## config.mk

```make
export PLATFORM = sky130hd
export DESIGN_NAME = csv_line_id_offset_indexer_flat
export DESIGN_NICKNAME = d
export VERILOG_FILES = /design/src/rtl/csvidx_pkg.sv /design/src/rtl/csvidx_if.sv /design/src/rtl/csv_line_id_offset_indexer.sv /design/src/rtl/csvidx_front.sv /design/src/rtl/csvidx_queue.sv /design/src/rtl/csvidx_back.sv /design/src/flat_wrapper.sv
export SDC_FILE = /design/constraint.sdc
export NUM_CORES = 2
export LEC_CHECK = 0
export ABC_AREA = 0
export BUFFER_PORTS_ARGS = -buffer_cell sky130_fd_sc_hd__clkbuf_2
export CORE_UTILIZATION = 56
export CTS_CLUSTER_DIAMETER = 120
export DETAILED_ROUTE_END_ITERATION = 8
export PLACE_DENSITY = 0.76
export SLEW_MARGIN = 5
export SYNTH_ARGS = -nofsm -noshare
export SYNTH_HDL_FRONTEND = slang
export SYNTH_SLANG_ARGS = --single-unit
```

## constraint.sdc

```tcl
create_clock -name clock -period 6.47 [get_ports clock]
set_input_delay 0.647 -clock clock [delete_from_list [all_inputs] [get_ports clock]]
set_output_delay 0.647 -clock clock [all_outputs]
set_load 0.05 [all_outputs]
```

## src/rtl/csvidx_pkg.sv

```systemverilog
// Package for the CSV line-id offset indexer.
// Holds the parser phase, result kinds, character codes and the queue record.
// Depends on nothing; every other file of the block but csvidx_if imports it.
package csvidx_pkg;

   localparam int QUEUE_DEPTH     = 4;
   localparam int QUEUE_PTR_WIDTH = $clog2(QUEUE_DEPTH);
   localparam int QUEUE_CNT_WIDTH = $clog2(QUEUE_DEPTH + 1);

   localparam logic [7:0] CH_ZERO    = 8'd48;
   localparam logic [7:0] CH_NINE    = 8'd57;
   localparam logic [7:0] CH_COMMA   = 8'd44;
   localparam logic [7:0] CH_NEWLINE = 8'd10;

   typedef enum logic [1:0] {
      PH_HEADER = 2'd0,
      PH_START  = 2'd1,
      PH_DIGITS = 2'd2,
      PH_SKIP   = 2'd3
   } phase_type;

   typedef enum logic [1:0] {
      KIND_ENTRY     = 2'd0,
      KIND_END_OK    = 2'd1,
      KIND_END_EMPTY = 2'd2
   } kind_type;

   // One record per input item that causes results.
   typedef struct packed {
      logic        has_entry;
      logic        has_end;
      logic        empty_error;
      logic [63:0] entry_id;
      logic [63:0] line_offset;
      logic [63:0] entry_count;
   } record_type;

   typedef struct packed {
      logic push;
   } queue_wr_type;

   typedef struct packed {
      logic empty;
   } queue_rd_type;

endpackage

```

## src/rtl/csvidx_if.sv

```systemverilog
// Valid/ready channel interfaces for the CSV line-id offset indexer.
// Depends on nothing.
interface csvidx_req_if;
   logic       valid;
   logic       ready;
   logic [7:0] data_byte;
   logic       end_of_stream;

   modport source (output valid, output data_byte, output end_of_stream, input ready);
   modport sink (input valid, input data_byte, input end_of_stream, output ready);
endinterface

interface csvidx_rsp_if;
   logic        valid;
   logic        ready;
   logic [1:0]  kind;
   logic [63:0] entry_id;
   logic [63:0] line_offset;
   logic [63:0] entry_count;
   logic        last_of_run;

   modport source (output valid, output kind, output entry_id, output line_offset,
                   output entry_count, output last_of_run, input ready);
   modport sink (input valid, input kind, input entry_id, input line_offset,
                 input entry_count, input last_of_run, output ready);
endinterface

```

## src/rtl/csv_line_id_offset_indexer.sv

```systemverilog
// CSV line-id offset indexer: reports, for every data line whose first column is a
// decimal id, the id, the line's byte offset and its entry number; an end-of-stream item
// flushes the last line and gives a summary. The byte input takes one item every cycle
// unless the queue is full; results leave one per cycle through an output register while
// the receiver is ready, and an end-of-stream item that also closes an entry gives two
// results. A four-record queue between parser and output absorbs these and output stalls.
// Depends on csvidx_pkg, csvidx_if, csvidx_front, csvidx_queue and csvidx_back.
module csv_line_id_offset_indexer
   import csvidx_pkg::*;
(
   input  logic         clock,
   input  logic         reset,
   csvidx_req_if.sink   req_bus,
   csvidx_rsp_if.source rsp_bus
);

   queue_wr_type wr_ctrl;
   queue_rd_type rd_status;
   record_type   wr_record;
   record_type   rd_record;
   logic         queue_full;
   logic         rd_pop;

   csvidx_front u_front (
      .clock       (clock),
      .reset       (reset),
      .req_bus     (req_bus),
      .wr_ctrl_out (wr_ctrl),
      .queue_full  (queue_full),
      .wr_record   (wr_record)
   );

   csvidx_queue u_queue (
      .clock     (clock),
      .reset     (reset),
      .wr_ctrl   (wr_ctrl),
      .wr_record (wr_record),
      .full      (queue_full),
      .rd_pop    (rd_pop),
      .rd_status (rd_status),
      .rd_record (rd_record)
   );

   csvidx_back u_back (
      .clock     (clock),
      .reset     (reset),
      .rd_status (rd_status),
      .rd_record (rd_record),
      .rd_pop    (rd_pop),
      .rsp_bus   (rsp_bus)
   );

endmodule

```

## src/rtl/csvidx_front.sv

```systemverilog
// Front end: accepts bytes, tracks line state and offsets, and classifies each item.
// Items that cause results are pushed as one record into the queue.
// Depends on csvidx_pkg and csvidx_req_if.
module csvidx_front
   import csvidx_pkg::*;
(
   input  logic              clock,
   input  logic              reset,
   csvidx_req_if.sink        req_bus,
   output queue_wr_type      wr_ctrl_out,
   input  logic              queue_full,
   output record_type        wr_record
);

   phase_type   phase_ff, phase_in;
   logic [63:0] id_ff, id_in;
   logic [63:0] line_start_ff, line_start_in;
   logic [63:0] position_ff, position_in;
   logic [63:0] entries_ff, entries_in;
   logic        seen_ff, seen_in;

   logic        accept;
   logic        is_digit;
   logic [63:0] digit_ext;
   logic [63:0] id_times_ten;
   logic [63:0] position_next;
   logic        has_entry;
   logic        has_end;

   assign req_bus.ready = !queue_full;
   assign accept        = req_bus.valid && !queue_full;

   assign is_digit      = (req_bus.data_byte >= CH_ZERO) && (req_bus.data_byte <= CH_NINE);
   assign digit_ext     = {56'd0, req_bus.data_byte - CH_ZERO};
   assign id_times_ten  = {id_ff[60:0], 3'd0} + {id_ff[62:0], 1'b0};
   assign position_next = position_ff + 64'd1;

   always_comb begin
      phase_in      = phase_ff;
      id_in         = id_ff;
      line_start_in = line_start_ff;
      position_in   = position_ff;
      seen_in       = seen_ff;
      has_entry     = 1'b0;
      has_end       = 1'b0;
      if (req_bus.end_of_stream) begin
         has_entry     = (phase_ff == PH_DIGITS);
         has_end       = 1'b1;
         phase_in      = PH_HEADER;
         id_in         = '0;
         line_start_in = '0;
         position_in   = '0;
         seen_in       = 1'b0;
      end else begin
         seen_in     = 1'b1;
         position_in = position_next;
         if (req_bus.data_byte == CH_NEWLINE) begin
            has_entry     = (phase_ff == PH_DIGITS);
            phase_in      = PH_START;
            id_in         = '0;
            line_start_in = position_next;
         end else if ((phase_ff == PH_START) || (phase_ff == PH_DIGITS)) begin
            if (is_digit) begin
               id_in    = id_times_ten + digit_ext;
               phase_in = PH_DIGITS;
            end else begin
               has_entry = (phase_ff == PH_DIGITS) && (req_bus.data_byte == CH_COMMA);
               phase_in  = PH_SKIP;
            end
         end
      end
   end

   always_comb begin
      entries_in = entries_ff + {63'd0, has_entry};
      if (req_bus.end_of_stream) begin
         entries_in = '0;
      end
   end

   always_comb begin
      wr_record.has_entry   = has_entry;
      wr_record.has_end     = has_end;
      wr_record.empty_error = !seen_ff;
      wr_record.entry_id    = id_ff;
      wr_record.line_offset = line_start_ff;
      wr_record.entry_count = entries_ff + {63'd0, has_entry};
      wr_ctrl_out.push      = accept && (has_entry || has_end);
   end

   always_ff @(posedge clock) begin
      if (reset) begin
         phase_ff      <= PH_HEADER;
         id_ff         <= '0;
         line_start_ff <= '0;
         position_ff   <= '0;
         entries_ff    <= '0;
         seen_ff       <= 1'b0;
      end else if (accept) begin
         phase_ff      <= phase_in;
         id_ff         <= id_in;
         line_start_ff <= line_start_in;
         position_ff   <= position_in;
         entries_ff    <= entries_in;
         seen_ff       <= seen_in;
      end
   end

endmodule

```

## src/rtl/csvidx_queue.sv

```systemverilog
// Short record queue between the front end and the back end.
// Depends on csvidx_pkg.
module csvidx_queue
   import csvidx_pkg::*;
(
   input  logic         clock,
   input  logic         reset,
   input  queue_wr_type wr_ctrl,
   input  record_type   wr_record,
   output logic         full,
   input  logic         rd_pop,
   output queue_rd_type rd_status,
   output record_type   rd_record
);

   record_type                 slots_ff [QUEUE_DEPTH];
   logic [QUEUE_PTR_WIDTH-1:0] wr_ptr_ff, wr_ptr_in;
   logic [QUEUE_PTR_WIDTH-1:0] rd_ptr_ff, rd_ptr_in;
   logic [QUEUE_CNT_WIDTH-1:0] count_ff, count_in;
   logic                       do_push;
   logic                       do_pop;

   assign full      = (count_ff == QUEUE_CNT_WIDTH'(QUEUE_DEPTH));
   assign do_push   = wr_ctrl.push && !full;
   assign do_pop    = rd_pop && (count_ff != '0);
   assign rd_record = slots_ff[rd_ptr_ff];

   always_comb begin
      rd_status.empty = (count_ff == '0);
      wr_ptr_in       = do_push ? wr_ptr_ff + 1'b1 : wr_ptr_ff;
      rd_ptr_in       = do_pop ? rd_ptr_ff + 1'b1 : rd_ptr_ff;
      count_in        = count_ff + QUEUE_CNT_WIDTH'(do_push) - QUEUE_CNT_WIDTH'(do_pop);
   end

   always_ff @(posedge clock) begin
      if (do_push) begin
         slots_ff[wr_ptr_ff] <= wr_record;
      end
   end

   always_ff @(posedge clock) begin
      if (reset) begin
         wr_ptr_ff <= '0;
         rd_ptr_ff <= '0;
         count_ff  <= '0;
      end else begin
         wr_ptr_ff <= wr_ptr_in;
         rd_ptr_ff <= rd_ptr_in;
         count_ff  <= count_in;
      end
   end

endmodule

```

## src/rtl/csvidx_back.sv

```systemverilog
// Back end: expands queued records into results and holds them in an output register.
// A record with an entry and an end gives two results, the entry first and then the end.
// Depends on csvidx_pkg and csvidx_rsp_if.
module csvidx_back
   import csvidx_pkg::*;
(
   input  logic         clock,
   input  logic         reset,
   input  queue_rd_type rd_status,
   input  record_type   rd_record,
   output logic         rd_pop,
   csvidx_rsp_if.source rsp_bus
);

   logic        valid_ff, valid_in;
   logic        entry_done_ff, entry_done_in;
   kind_type    kind_ff, kind_in;
   logic [63:0] id_ff, id_in;
   logic [63:0] offset_ff, offset_in;
   logic [63:0] count_ff, count_in;
   logic        last_ff, last_in;
   logic        load;

   assign load = !rd_status.empty && (!valid_ff || rsp_bus.ready);

   always_comb begin
      valid_in      = valid_ff && !rsp_bus.ready;
      entry_done_in = entry_done_ff;
      kind_in       = kind_ff;
      id_in         = id_ff;
      offset_in     = offset_ff;
      count_in      = count_ff;
      last_in       = last_ff;
      rd_pop        = 1'b0;
      if (load) begin
         valid_in = 1'b1;
         if (rd_record.has_entry && !entry_done_ff) begin
            kind_in   = KIND_ENTRY;
            id_in     = rd_record.entry_id;
            offset_in = rd_record.line_offset;
            count_in  = rd_record.entry_count;
            last_in   = !rd_record.has_end;
            if (rd_record.has_end) begin
               entry_done_in = 1'b1;
            end else begin
               rd_pop = 1'b1;
            end
         end else begin
            kind_in       = rd_record.empty_error ? KIND_END_EMPTY : KIND_END_OK;
            id_in         = '0;
            offset_in     = '0;
            count_in      = rd_record.empty_error ? 64'd0 : rd_record.entry_count;
            last_in       = 1'b1;
            entry_done_in = 1'b0;
            rd_pop        = 1'b1;
         end
      end
   end

   always_ff @(posedge clock) begin
      if (reset) begin
         valid_ff      <= 1'b0;
         entry_done_ff <= 1'b0;
      end else begin
         valid_ff      <= valid_in;
         entry_done_ff <= entry_done_in;
      end
   end

   always_ff @(posedge clock) begin
      kind_ff   <= kind_in;
      id_ff     <= id_in;
      offset_ff <= offset_in;
      count_ff  <= count_in;
      last_ff   <= last_in;
   end

   assign rsp_bus.valid       = valid_ff;
   assign rsp_bus.kind        = kind_ff;
   assign rsp_bus.entry_id    = id_ff;
   assign rsp_bus.line_offset = offset_ff;
   assign rsp_bus.entry_count = count_ff;
   assign rsp_bus.last_of_run = last_ff;

endmodule
```

## src/flat_wrapper.sv

```systemverilog
// flat-port wrapper written by rule: the top's interface ports become plain ports
module csv_line_id_offset_indexer_flat import csvidx_pkg::*;
  (clock, reset, req_bus_valid, req_bus_data_byte, req_bus_end_of_stream, req_bus_ready, rsp_bus_valid, rsp_bus_kind, rsp_bus_entry_id, rsp_bus_line_offset, rsp_bus_entry_count, rsp_bus_last_of_run, rsp_bus_ready);
  csvidx_req_if req_bus_i ();
  csvidx_rsp_if rsp_bus_i ();
  input  logic clock;
  input  logic reset;
  input wire logic [$bits(req_bus_i.valid)-1:0] req_bus_valid;
  input wire logic [$bits(req_bus_i.data_byte)-1:0] req_bus_data_byte;
  input wire logic [$bits(req_bus_i.end_of_stream)-1:0] req_bus_end_of_stream;
  output wire logic [$bits(req_bus_i.ready)-1:0] req_bus_ready;
  output wire logic [$bits(rsp_bus_i.valid)-1:0] rsp_bus_valid;
  output wire logic [$bits(rsp_bus_i.kind)-1:0] rsp_bus_kind;
  output wire logic [$bits(rsp_bus_i.entry_id)-1:0] rsp_bus_entry_id;
  output wire logic [$bits(rsp_bus_i.line_offset)-1:0] rsp_bus_line_offset;
  output wire logic [$bits(rsp_bus_i.entry_count)-1:0] rsp_bus_entry_count;
  output wire logic [$bits(rsp_bus_i.last_of_run)-1:0] rsp_bus_last_of_run;
  input wire logic [$bits(rsp_bus_i.ready)-1:0] rsp_bus_ready;
  assign req_bus_i.valid = req_bus_valid;
  assign req_bus_i.data_byte = req_bus_data_byte;
  assign req_bus_i.end_of_stream = req_bus_end_of_stream;
  assign req_bus_ready = req_bus_i.ready;
  assign rsp_bus_valid = rsp_bus_i.valid;
  assign rsp_bus_kind = rsp_bus_i.kind;
  assign rsp_bus_entry_id = rsp_bus_i.entry_id;
  assign rsp_bus_line_offset = rsp_bus_i.line_offset;
  assign rsp_bus_entry_count = rsp_bus_i.entry_count;
  assign rsp_bus_last_of_run = rsp_bus_i.last_of_run;
  assign rsp_bus_i.ready = rsp_bus_ready;
  csv_line_id_offset_indexer u_core (.clock(clock), .reset(reset), .req_bus(req_bus_i), .rsp_bus(rsp_bus_i));
endmodule
```

==> out/metrics.cfg <==
[run_status]
outcome=finished clean

[global_route]
grt-ovfl-total=0
first_global_vias=29700
gr_util_all_layers_pct=23.0
grt_pass1_wl_um=168000
antenna_violations_before_repair=4
grt_max_degree=188

[synthesis]
synth-compound-area-share_pct=6.78
synth_flop_cell=sky130_fd_sc_hd__edfxtp_1
synth.mux.area_fraction_pct=8.52
ys.warnings.count=0
synth.avg_cell_area_um2=14.5
async_set_or_reset_flop_fraction_in_the_synthesized_netlist_pct=0
post_synth_num_cell_types=71
postSynthRegisterBits=1245
synth_cells=3593
synth.yosys.seq_area_share_pct=66.7
synthesis.nets=3744
post_synth_xor_area_fraction_pct=3.10
count_of_flip_flops_with_a_built_in_enable_after_synthesis=975
synthesized_area_fraction_occupied_by_and_or_nand_nor_cells_pct=9.82
synth_adder_area_share_pct=3.42
synth_area_um2=52000
synth_top_family_by_area=simple AND/OR/NAND/NOR gates

[setup_path]
worst_r2r_path_depth=13
crit-reg2reg-launch=u_core.u_front.id_ff[0]
end_kind=flop
worstPathArrival_ns=5.11
worstSetupStartpoint=u_core.u_front.id_ff[0]
r2r_slack_ns=1.95
worstSetupStartpointType=flop
critical_path_required_ns=7.07
critical_path_class=flop to flop
crit-reg2reg-capture=u_core.u_front.id_ff[60]
crit_fanout=7

[die]
floorplan.rows=111
core_region_area_um2=91800
initial_utilization_pct=56.7
dieArea_um2=94100
dieWidth_um=307
floorplan.io_pins=210
die_height_um=307

[clocking]
worst_skew_pair.late_latency_ns=0.71
post-cts-setup-buffer-count=0
clock_sinks=1245
cts.htree.levels=3
cts.reportedPaths.clkPinSlew_ns=0.06
clock_tree.root_cell=sky130_fd_sc_hd__clkbuf_16
cts_hold_buffers_added=0
cts-resized-gates=0
cts_buffer_depth=3
number_of_cts_inserted_buffers=118
tritoncts=built

[placed_design]
place.detailed.hpwl_um=63700
port_buffers=209
place_area_um2=54400
finalWeightedCongestion=0.879

[pwr]
power_report.internal_total_uw=15200
pwr-share-seq_pct=44.7
power.clock.fraction_pct=30.7
power_switching_share_pct=32.7
max-vdd-ir-drop_uv=480
power.net_switching_uw=7390
power.share.combinational_pct=24.6
power_per_cell_area_nw_per_um2=387
leakage_uw=0.0210

[finish]
nNetsFinal=3920
post-route-cell-area_um2=58300
insertedDiodeCount=0
area_growth_syn_to_layout_pct=12.1
ratio_of_cells_with_drive_above_1_in_the_final_layout_pct=17.2
finalCoreUtilization_pct=63.5

[sta]
worst_slew_pin_slew_ns=1.07
final_period_minus_worst_setup_slack_ns=4.52
final.setup.tns_ns=0
final.period_utilization_pct=69.8
setup_viol_count_final=0
timing_max_transition_violations_final=0
worst_slew_margin_rel_pct=28.3
fin_hold_ws_ns=0.324
finClkSkew_ns=0.0238
timing.final.hold_violations=0
max_freq_mhz=221
unrepaired_setup_endpoints_after_global_routing=false

[min_path]
timing.hold.worst_path_depth=4
min_delay_worst_endpoint=u_core.u_back.rsp_bus.valid
holdCritPathClass=primary input to flop
hold_start=rsp_bus_ready

[job]
max_cap_violations=0

[detailed_routing]
routedWlPerCell_um=21.0
routed_via_density=5.89
detailroute.via_count=30100
remaining_drc_errors=0
postRouteWirelength_um=108000
route.antenna.remaining_nets=0
drt-pass1-iter-count=7
dr.first_iter.drc_count=2751

==> power by group through the flow <==
stage / sequential (uW) / combinational (uW) / clock (uW)
finish: 10100 / 5550 / 6920
global route: 10200 / 5870 / 7340
CTS: 10100 / 5640 / 7050
detailed placement: 10300 / 5620 / 0
global placement: 10300 / 5600 / 0
floorplan: 12500 / 2040 / 0
==> routing by layer <==
metal	part of all wire [%]	wire length [um]	up-vias	track usage (%)
li1	-	-	14000	-
met5	0.013	14	-	0
met4	2.0	2100	2	5.97
met2	48	51900	966	37.2
met1	43	46400	15100	32.4
met3	6.7	7190	159	4.07
==> cells in the mapped netlist, types with 5 or more instances <==
cell type,count,area share (%)
sky130_fd_sc_hd__o21bai_1,18,0.26
sky130_fd_sc_hd__nand2_1,229,1.7
sky130_fd_sc_hd__nor2b_1,76,0.91
sky130_fd_sc_hd__nand3_1,68,0.65
sky130_fd_sc_hd__a22oi_1,118,1.7
sky130_fd_sc_hd__buf_1,23,0.17
sky130_fd_sc_hd__fa_1,7,0.27
sky130_fd_sc_hd__o21ai_0,147,1.4
sky130_fd_sc_hd__edfxtp_1,975,56
sky130_fd_sc_hd__nand4_1,33,0.40
sky130_fd_sc_hd__a21o_1,28,0.40
sky130_fd_sc_hd__nand3b_1,7,0.10
sky130_fd_sc_hd__and4_1,14,0.24
sky130_fd_sc_hd__a31oi_1,14,0.17
sky130_fd_sc_hd__and2_1,145,1.7
sky130_fd_sc_hd__clkbuf_1,160,1.2
sky130_fd_sc_hd__xor2_1,102,1.7
sky130_fd_sc_hd__a21oi_1,186,1.8
sky130_fd_sc_hd__nor2_1,291,2.1
sky130_fd_sc_hd__a211oi_1,5,0.072
sky130_fd_sc_hd__xnor2_1,82,1.4
sky130_fd_sc_hd__nor3_1,33,0.32
sky130_fd_sc_hd__a22o_1,7,0.12
sky130_fd_sc_hd__o21a_1,9,0.13
sky130_fd_sc_hd__and3_1,58,0.70
sky130_fd_sc_hd__ha_1,131,3.2
sky130_fd_sc_hd__mux4_2,195,8.4
sky130_fd_sc_hd__or3_1,31,0.37
sky130_fd_sc_hd__inv_1,44,0.32
sky130_fd_sc_hd__dfxtp_1,270,10
sky130_fd_sc_hd__nor4_1,8,0.096
==> layout make-up <==
class                   instances  area, um2
well taps                    1243       1560
clock buffers                 168       3420
flip-flops and latches       1245      34700
repair buffers                244       1420
multi-input cells            2116      16500
inverters                      44        173
fillers                      6626      33500
clock inverters                57        538
==> stage by stage <==
step / total power, uW / setup slack (ns) / cells
3_3_place_gp: 15900 / 1.63 / 4892
4_1_cts: 22800 / 2.00 / 5117
6_report: 22600 / 1.95 / 5117
5_1_grt: 23400 / 1.75 / 5117
2_1_floorplan: 14500 / 1.26 / 3593
3_5_place_dp: 15900 / 1.53 / 4892
==> critical path: stages (launching register included) <==
cell                        delay [ns]
sky130_fd_sc_hd__dfxtp_1          0.38
sky130_fd_sc_hd__fa_1             0.56
sky130_fd_sc_hd__inv_1            0.07
sky130_fd_sc_hd__fa_1             0.46
sky130_fd_sc_hd__nor2b_1          0.17
sky130_fd_sc_hd__o2111ai_1        0.16
sky130_fd_sc_hd__a32oi_1          0.58
sky130_fd_sc_hd__a211oi_1         0.18
sky130_fd_sc_hd__o21ai_2          0.25
sky130_fd_sc_hd__a21o_1           0.27
sky130_fd_sc_hd__a41oi_2          0.26
sky130_fd_sc_hd__or4_1            0.58
sky130_fd_sc_hd__a31o_2           0.25
sky130_fd_sc_hd__a32o_1           0.25
==> state kept, by name, indices dropped and copies added (netlist names), named ones only <==
signal / flops
u_core.u_front.entries_ff: 64
u_core.u_queue.slots_ff: 780
u_core.u_back.rsp_bus.entry_count: 64
u_core.u_front.position_ff: 64
u_core.u_back.rsp_bus.kind: 2
u_core.u_back.rsp_bus.last_of_run: 1
u_core.u_queue.count_ff: 3
u_core.u_queue.wr_ptr_ff: 2
u_core.u_front.line_start_ff: 64
u_core.u_front.seen_ff: 1
u_core.u_back.rsp_bus.line_offset: 64
u_core.u_front.phase_ff: 2
u_core.u_front.id_ff: 64
u_core.u_back.entry_done_ff: 1
u_core.u_back.rsp_bus.valid: 1
u_core.u_back.rsp_bus.entry_id: 64
u_core.u_queue.rd_ptr_ff: 2
==> worst max path at each step <==
stage	end	slack [ns]	cells after the start
floorplan	u_core.u_back.rsp_bus.entry_count[0]	1.26	3
global placement	u_core.u_front.id_ff[60]	1.63	14
detailed placement	u_core.u_front.id_ff[60]	1.53	14
CTS	u_core.u_front.id_ff[60]	2.00	13
global route	u_core.u_front.id_ff[60]	1.75	13
finish	u_core.u_front.id_ff[60]	1.95	13
==> logic make-up after synthesis <==
group / Yosys count
xor gates and xnor gates: 184
and+or+nand+nor: 1020
muxes: 199
buffers and inverters: 232
AOI/OAI and AO/OA: 575
DFF: 1245
adders and majority gates: 138
==> cells in the final DEF, fill, tap and decap left out, types with 8 or more instances in the layout <==
cell and instances:
sky130_fd_sc_hd__clkbuf_1 25, sky130_fd_sc_hd__inv_1 43, sky130_fd_sc_hd__clkinv_2 25, sky130_fd_sc_hd__nor4_1 8, sky130_fd_sc_hd__a21oi_1 185, sky130_fd_sc_hd__xnor2_1 82
sky130_fd_sc_hd__a22oi_1 118, sky130_fd_sc_hd__o21ai_0 147, sky130_fd_sc_hd__and4_1 14, sky130_fd_sc_hd__nor3_1 32, sky130_fd_sc_hd__mux4_2 195, sky130_fd_sc_hd__nor2_1 288
sky130_fd_sc_hd__nor2b_1 74, sky130_fd_sc_hd__buf_12 8, sky130_fd_sc_hd__dfxtp_1 268, sky130_fd_sc_hd__xor2_1 102, sky130_fd_sc_hd__clkbuf_16 121, sky130_fd_sc_hd__or3_1 31
sky130_fd_sc_hd__a31oi_1 14, sky130_fd_sc_hd__ha_1 131, sky130_fd_sc_hd__o21bai_1 18, sky130_fd_sc_hd__clkbuf_8 22, sky130_fd_sc_hd__nand4_1 33, sky130_fd_sc_hd__clkbuf_2 207
sky130_fd_sc_hd__a21o_1 28, sky130_fd_sc_hd__buf_4 28, sky130_fd_sc_hd__o21a_1 9, sky130_fd_sc_hd__and2_1 140, sky130_fd_sc_hd__nand3_1 68, sky130_fd_sc_hd__nand2_1 227
sky130_fd_sc_hd__clkinv_1 10, sky130_fd_sc_hd__edfxtp_1 975, sky130_fd_sc_hd__and3_1 58
(Power assumes the default switching activity.)
